--- src/design/tmh_pkg.sv ---
// shared types, constants and helper functions for the timer min-heap
// no dependencies; imported by every module of the block but tmh_ram
package tmh_pkg;

	localparam int CAPACITY = 32;
	localparam int ID_SPACE = 1024;
	localparam int ID_W     = $clog2(ID_SPACE);
	localparam int SLOT_W   = $clog2(CAPACITY);
	localparam int CNT_W    = $clog2(CAPACITY + 1);
	localparam int EXP_W    = 32;
	localparam int TMO_W    = 24;
	localparam int REQ_W    = 3;
	localparam int ST_W     = 2;
	localparam int IN_W     = 72;
	localparam int OUT_W    = 48;

	typedef enum logic [REQ_W-1:0] {
		REQ_ADD  = 3'd0,
		REQ_ADJ  = 3'd1,
		REQ_FIRE = 3'd2,
		REQ_EXP  = 3'd3,
		REQ_POP  = 3'd4,
		REQ_CLR  = 3'd5
	} req_t;

	typedef enum logic [ST_W-1:0] {
		ST_OK    = 2'd0,
		ST_DUP   = 2'd1,
		ST_UNK   = 2'd2,
		ST_EMPTY = 2'd3
	} st_t;

	typedef enum logic [2:0] {
		RD_SLOT, RD_LAST, RD_ROOT, RD_CHILD, RD_CHILD1, RD_PARENT
	} rd_sel_t;

	typedef struct packed {
		logic [ID_W-1:0]  own;
		logic [EXP_W-1:0] exp;
	} heap_ent_t;

	typedef struct packed {
		logic    accept;
		logic    map_rd;
		logic    rd;
		rd_sel_t rd_sel;
		logic    set_st;
		st_t     st;
		logic    add_start;
		logic    adj_start;
		logic    rm_start;
		logic    rm_slot;
		logic    who_hr;
		logic    who_id;
		logic    rm_dec;
		logic    load_cur_hr;
		logic    load_ch;
		logic    load_ch_b;
		logic    move_ch;
		logic    move_par;
		logic    place;
		logic    clear;
		logic    emit;
		logic    emit_fired;
		logic    emit_last;
	} dp_cmd_t;

	typedef struct packed {
		req_t req;
		logic cnt_zero;
		logic full;
		logic found;
		logic idx_zero;
		logic idx_last;
		logic c_ok;
		logic c1_ok;
		logic b_better;
		logic cur_later_ch;
		logic par_later;
		logic root_due;
		logic up_after;
		logic moved;
		logic out_free;
	} dp_sts_t;

	// wrap-aware: a later than b when (a - b) mod 2^32 lies in 1 .. 2^31-1
	function automatic logic later(input logic [EXP_W-1:0] a, input logic [EXP_W-1:0] b);
		logic [EXP_W-1:0] d;
		d = a - b;
		return (d != '0) && !d[EXP_W-1];
	endfunction

	function automatic logic [TMO_W-1:0] tick_of(input logic [EXP_W-1:0] e,
			input logic [EXP_W-1:0] now);
		logic [EXP_W-1:0] d;
		d = e - now;
		if (d == '0 || d[EXP_W-1])
			return '0;
		else if (|d[EXP_W-1:TMO_W])
			return '1;
		else
			return d[TMO_W-1:0];
	endfunction

endpackage

--- src/design/tmh_ctrl.sv ---
// controller: sequences lookups, sifts, removals and result transactions
// depends on tmh_pkg; drives the datapath through dp_cmd_t
module tmh_ctrl (
	input  logic             clk,
	input  logic             arst_n,
	input  logic             s_tvalid,
	output logic             s_tready,
	input  tmh_pkg::dp_sts_t sts,
	output tmh_pkg::dp_cmd_t cmd
);
	import tmh_pkg::*;

	typedef enum logic [4:0] {
		S_IDLE, S_DISPATCH, S_LK1, S_LK2, S_RM0, S_RM1,
		S_DN0, S_DN1, S_DN2, S_DN3, S_DN_END, S_UP0, S_UP1,
		S_AFTER, S_EXP_RD, S_EXP_CHK, S_TICK0,
		S_EMIT_F, S_EMIT_X, S_EMIT_E
	} state_t;

	state_t state_q, state_d;

	assign s_tready = (state_q == S_IDLE);

	always_comb begin
		cmd     = '0;
		state_d = state_q;
		case (state_q)
			S_IDLE: begin
				if (s_tvalid) begin
					cmd.accept = 1'b1;
					state_d    = S_DISPATCH;
				end
			end
			S_DISPATCH: begin
				case (sts.req)
					REQ_ADD, REQ_ADJ, REQ_FIRE: begin
						cmd.map_rd = 1'b1;
						state_d    = S_LK1;
					end
					REQ_EXP, REQ_POP: begin
						if (sts.cnt_zero) begin
							cmd.set_st = 1'b1;
							cmd.st     = ST_EMPTY;
							state_d    = S_TICK0;
						end else if (sts.req == REQ_EXP) begin
							state_d = S_EXP_RD;
						end else begin
							cmd.rm_start = 1'b1;
							state_d      = S_RM0;
						end
					end
					REQ_CLR: begin
						cmd.clear = 1'b1;
						state_d   = S_TICK0;
					end
					default: state_d = S_TICK0;
				endcase
			end
			S_LK1: begin
				cmd.rd     = 1'b1;
				cmd.rd_sel = RD_SLOT;
				state_d    = S_LK2;
			end
			S_LK2: begin
				// a map entry never written gives no match
				case (sts.req)
					REQ_ADD: begin
						if (sts.found || sts.full) begin
							cmd.set_st = 1'b1;
							cmd.st     = ST_DUP;
							state_d    = S_TICK0;
						end else begin
							cmd.add_start = 1'b1;
							state_d       = S_UP0;
						end
					end
					REQ_ADJ: begin
						if (sts.found) begin
							cmd.adj_start = 1'b1;
							state_d       = S_DN0;
						end else begin
							cmd.set_st = 1'b1;
							cmd.st     = ST_UNK;
							state_d    = S_TICK0;
						end
					end
					default: begin
						if (sts.found) begin
							cmd.rm_start = 1'b1;
							cmd.rm_slot  = 1'b1;
							cmd.who_id   = 1'b1;
							state_d      = S_RM0;
						end else begin
							cmd.set_st = 1'b1;
							cmd.st     = ST_UNK;
							state_d    = S_TICK0;
						end
					end
				endcase
			end
			S_RM0: begin
				cmd.rd     = 1'b1;
				cmd.rd_sel = RD_LAST;
				cmd.rm_dec = 1'b1;
				state_d    = sts.idx_last ? S_AFTER : S_RM1;
			end
			S_RM1: begin
				cmd.load_cur_hr = 1'b1;
				state_d         = S_DN0;
			end
			S_DN0: begin
				if (sts.c_ok) begin
					cmd.rd     = 1'b1;
					cmd.rd_sel = RD_CHILD;
					state_d    = S_DN1;
				end else begin
					state_d = S_DN_END;
				end
			end
			S_DN1: begin
				cmd.load_ch = 1'b1;
				if (sts.c1_ok) begin
					cmd.rd     = 1'b1;
					cmd.rd_sel = RD_CHILD1;
					state_d    = S_DN2;
				end else begin
					state_d = S_DN3;
				end
			end
			S_DN2: begin
				cmd.load_ch_b = sts.b_better;
				state_d       = S_DN3;
			end
			S_DN3: begin
				if (sts.cur_later_ch) begin
					cmd.move_ch = 1'b1;
					state_d     = S_DN0;
				end else begin
					state_d = S_DN_END;
				end
			end
			S_DN_END: begin
				if (sts.up_after && !sts.moved) begin
					state_d = S_UP0;
				end else begin
					cmd.place = 1'b1;
					state_d   = S_AFTER;
				end
			end
			S_UP0: begin
				if (sts.idx_zero) begin
					cmd.place = 1'b1;
					state_d   = S_AFTER;
				end else begin
					cmd.rd     = 1'b1;
					cmd.rd_sel = RD_PARENT;
					state_d    = S_UP1;
				end
			end
			S_UP1: begin
				if (sts.par_later) begin
					cmd.move_par = 1'b1;
					state_d      = S_UP0;
				end else begin
					cmd.place = 1'b1;
					state_d   = S_AFTER;
				end
			end
			S_AFTER: begin
				case (sts.req)
					REQ_EXP:  state_d = S_EMIT_E;
					REQ_FIRE: state_d = S_EMIT_X;
					default:  state_d = S_TICK0;
				endcase
			end
			S_EXP_RD: begin
				if (sts.cnt_zero) begin
					state_d = S_TICK0;
				end else begin
					cmd.rd     = 1'b1;
					cmd.rd_sel = RD_ROOT;
					state_d    = S_EXP_CHK;
				end
			end
			S_EXP_CHK: begin
				if (sts.root_due) begin
					cmd.rm_start = 1'b1;
					cmd.who_hr   = 1'b1;
					state_d      = S_RM0;
				end else begin
					state_d = S_EMIT_F;
				end
			end
			S_TICK0: begin
				cmd.rd     = 1'b1;
				cmd.rd_sel = RD_ROOT;
				state_d    = S_EMIT_F;
			end
			S_EMIT_F: begin
				if (sts.out_free) begin
					cmd.emit      = 1'b1;
					cmd.emit_last = 1'b1;
					state_d       = S_IDLE;
				end
			end
			S_EMIT_X: begin
				if (sts.out_free) begin
					cmd.emit       = 1'b1;
					cmd.emit_fired = 1'b1;
					cmd.emit_last  = 1'b1;
					state_d        = S_IDLE;
				end
			end
			S_EMIT_E: begin
				if (sts.out_free) begin
					cmd.emit       = 1'b1;
					cmd.emit_fired = 1'b1;
					state_d        = S_EXP_RD;
				end
			end
			default: state_d = S_IDLE;
		endcase
	end

	always_ff @(posedge clk or negedge arst_n) begin
		if (!arst_n)
			state_q <= S_IDLE;
		else
			state_q <= state_d;
	end

endmodule

--- config.mk ---
export PLATFORM = sky130hd
export DESIGN_NAME = tmh_ctrl
export DESIGN_NICKNAME = d
export VERILOG_FILES = /design/src/design/tmh_pkg.sv /design/src/design/tmh_ctrl.sv
export SDC_FILE = /design/constraint.sdc
export NUM_CORES = 1
export LEC_CHECK = 0
export BUFFER_PORTS_ARGS = -buffer_cell sky130_fd_sc_hd__buf_2
export CORE_AREA = 2 2 49 51
export CTS_CLUSTER_DIAMETER = 30
export CTS_CLUSTER_SIZE = 40
export DETAILED_ROUTE_END_ITERATION = 16
export DIE_AREA = 0 0 51 53
export MAX_ROUTING_LAYER = met4
export PLACE_DENSITY = 0.81
export SKIP_CTS_REPAIR_TIMING = 1
export SLEW_MARGIN = 20
export SYNTH_ARGS = -nofsm -noshare
export SYNTH_HDL_FRONTEND = slang
export SYNTH_SLANG_ARGS = --single-unit
--- constraint.sdc ---
create_clock -name clk -period 5.4 [get_ports clk]
set_clock_uncertainty 0.05 [all_clocks]
set_input_delay 1.35 -clock clk [delete_from_list [all_inputs] [get_ports clk]]
set_output_delay 1.35 -clock clk [all_outputs]
set_load 0.02 [all_outputs]
==> flow_summary.ini <==
[routing]
drt-initial-drc-count = 39
maxUsedRoutingLayer = met4
postRouteWirelength_mm = 3.10
wirelength_met1_mm = 1.40
dr_wl_met2_mm = 1.44
routed-wl-met3_um = 221
detailroute.via_count = 1383
avgRoutedWirePerCell_um = 13.4
detail-route-antenna-nets = 0
drc_errors = 0
vias_per_cell = 5.99
drt_first_pass_iters = 4

[yosys]
netlist_instances = 166
synthesis_stage_register_bit_count = 5
synth_area_mm2 = 0.00102
ys_async_sr_fraction_pct = 100
number_of_unique_standard_cell_types_used_by_synthesis = 42
yosysWarnings = 0
synth_flop_cell = sky130_fd_sc_hd__dfrtp_1
synthDominantAreaCellType = sky130_fd_sc_hd__dfrtp_1
synth_top_area_share_pct = 12.3
synth-edff-count = 0
syn-mean-instance-area_um2 = 6.15
synthesis.nets = 186
netlist_top_cells_area = sky130_fd_sc_hd__dfrtp_1 12%, sky130_fd_sc_hd__nand2_1 8.1%, sky130_fd_sc_hd__nor2_1 8.1%, sky130_fd_sc_hd__a21oi_1 5.4%, sky130_fd_sc_hd__o21ai_0 5.4%
yosysSeqAreaShare_pct = 12.3
netlist_top_cells_count = 22 x sky130_fd_sc_hd__nand2_1, 22 x sky130_fd_sc_hd__nor2_1, 11 x sky130_fd_sc_hd__a21oi_1, 11 x sky130_fd_sc_hd__o21ai_0, 9 x sky130_fd_sc_hd__nor3_1

[placed_design]
placed_cell_area_mm2 = 0.00121
dpl.cell_count = 227
post-place-ws_ns = 1.62
placement.io_buffers = 46
place.gp.congestion = 0.915
place.detailed.hpwl_mm = 2.33

[power]
power_frac_seq_pct = 24.1
irDropWorstVdd_v = 0.000314
standby_leakage_power_nw = 0.579
swShare_pct = 58.7
clockPowerShare_pct = 7.9
cellInternalPower_w = 0.000231
comb_power_share_pct = 68.0
p_per_cell_area_mw_per_mm2 = 453
p_sw_w = 0.000329

[timing]
finalHoldViolCount = 0
report.final.setup_viol = 0
fin_setup_tns_ns = 0
max_transition_margin_pct = 52.6
worstMarginPinSlew_ns = 0.711
final_min_period_over_clock_period_pct = 70.6
number_of_max_slew_violations_in_the_final_report = 0
setup_slack_ns = 1.59
post-route-min-period_ns = 3.81
timing.hold.ws_ns = 0.857
max_freq_mhz = 262
rsz0062_at_grt = false

[grt]
track_usage_pct = 25.0
number_of_global_route_vias_before_repair = 1177
initial_antenna_violation_count = 0
grt_pass1_wl_mm = 5.13
grt_max_degree = 27
globalRoute.totalOverflow = 0

[worst_setup_path]
timing.reg2reg.worst_path_depth = 5
regToRegEndpoint = state_q[0]$_DFFE_PN0P_
crit-reg2reg-launch = state_q[0]$_DFFE_PN0P_
worst-setup-path-type = input port to output port
worst_ep_required_time_ns = 4.00
critPathCaptureType = output port
reg2reg_setup_slack_ns = 3.21
start_kind = input port
worst_path_max_fanout = 9
crit_arrival_ns = 2.41

[floorplanning]
rows = 17
io_pins = 47
fp.dieH_um = 53
dieArea_mm2 = 0.00270
initial_core_util_pct = 47.5
core_region_area_mm2 = 0.00215
die_w_um = 51

[final_layout]
net_total_in_the_final_layout = 224
final_cells = 231
syn_to_final_growth_pct = 21.1
fill_cells = 236
top_register_by_number_of_flip_flops = state_q
final_area_mm2 = 0.00124
n_antenna_cell = 0
proportion_of_layout_cells_with_a_drive_suffix_above_1_pct = 26.1
reg.largest.list = state_q: 5 flops
largest_reg_flops = 5

[cts]
ctsLongestPathBuffers = 2
clock-sinks = 5
clock_insertion_delay_worst_skew_ns = 0.25
cts_tree = built
root_driver = sky130_fd_sc_hd__clkbuf_4
htree_levels = 1
clkSlewWorstSetupHoldPaths_ns = 0.04
inserted_clock_buffers = 3

[flow_run]
cap_violations = 0

[min_path]
hold_path.class = input port to async pin

[status]
run_status = complete, no violations
==> metal layers <==
layer | vias up | track usage (%)
met1 | 619 | 31.8
met3 | 6 | 5.37
met5 | - | -
li1 | 688 | -
met4 | 0 | 6.31
met2 | 70 | 40.5
==> power by group through the flow <==
stage	clock network, W	logic, W	registers, W
4_1_cts	0.0000455	0.000379	0.000133
2_1_floorplan	0	0.000352	0.0000700
6_report	0.0000440	0.000381	0.000135
3_3_place_gp	0	0.000377	0.000132
5_1_grt	0.0000507	0.000426	0.000145
3_5_place_dp	0	0.000378	0.000133
==> placed cells by master, fill, tap and decap left out, drive strengths merged, types with 5 or more instances in the layout <==
master,Yosys,final
nor3,9,9
o21ai,11,11
nand2b,7,7
nor2,22,22
nor4,7,7
nand2,22,22
a31oi,5,5
a21oi,11,11
buf,8,46
inv,5,5
dfrtp,5,5
==> per-stage QoR <==
stage | total power (W) | util (%)
final | 0.000560 | 57.5
after global routing | 0.000621 | 57.5
after CTS | 0.000557 | 57.5
after detailed placement | 0.000511 | 56.3
after global placement | 0.000509 | 56.3
after floorplan | 0.000422 | -
==> how the worst max path moves through the flow <==
stage,to,start,slack [ns]
2_1_floorplan,cmd[16],sts[14],1.54
3_3_place_gp,cmd[19],sts[15],1.67
3_5_place_dp,cmd[19],sts[15],1.62
5_1_grt,cmd[14],state_q[1]$_DFFE_PN0P_,1.31
4_1_cts,cmd[14],state_q[1]$_DFFE_PN0P_,1.61
6_report,cmd[19],sts[15],1.59
==> kinds of logic (layout without fill, tap and decap cells) <==
| logic type | count (synthesis) | count (layout) | synth area share [%] |
|---|---|---|---|
| multiplexers | 1 | 1 | 0.980 |
| AND/OR/NAND/NOR | 95 | 95 | 47.4 |
| buffers and inverters | 18 | 55 | 9.31 |
| flip-flops | 5 | 5 | 12.3 |
| AO/OA/AOI/OAI | 47 | 47 | 30.0 |
==> layout make-up <==
cell class	instances	area (µm²)	area share, %
inverter	5	18.8	1.52
clock buffer	4	26.3	2.13
multi-input combinational	143	801	64.8
sequential	5	125	10.1
tap	28	35.0	2.83
timing repair buffer	46	230	18.6
==> worst max-delay path: stages <==
cell and delay, ns:
sky130_fd_sc_hd__buf_2 0.14, sky130_fd_sc_hd__nor3_1 0.29, sky130_fd_sc_hd__o21ai_0 0.17, sky130_fd_sc_hd__o21ai_0 0.10, sky130_fd_sc_hd__nand2_1 0.10, sky130_fd_sc_hd__nand2_1 0.10, sky130_fd_sc_hd__buf_2 0.16
Power figures use the tool's default switching activity.
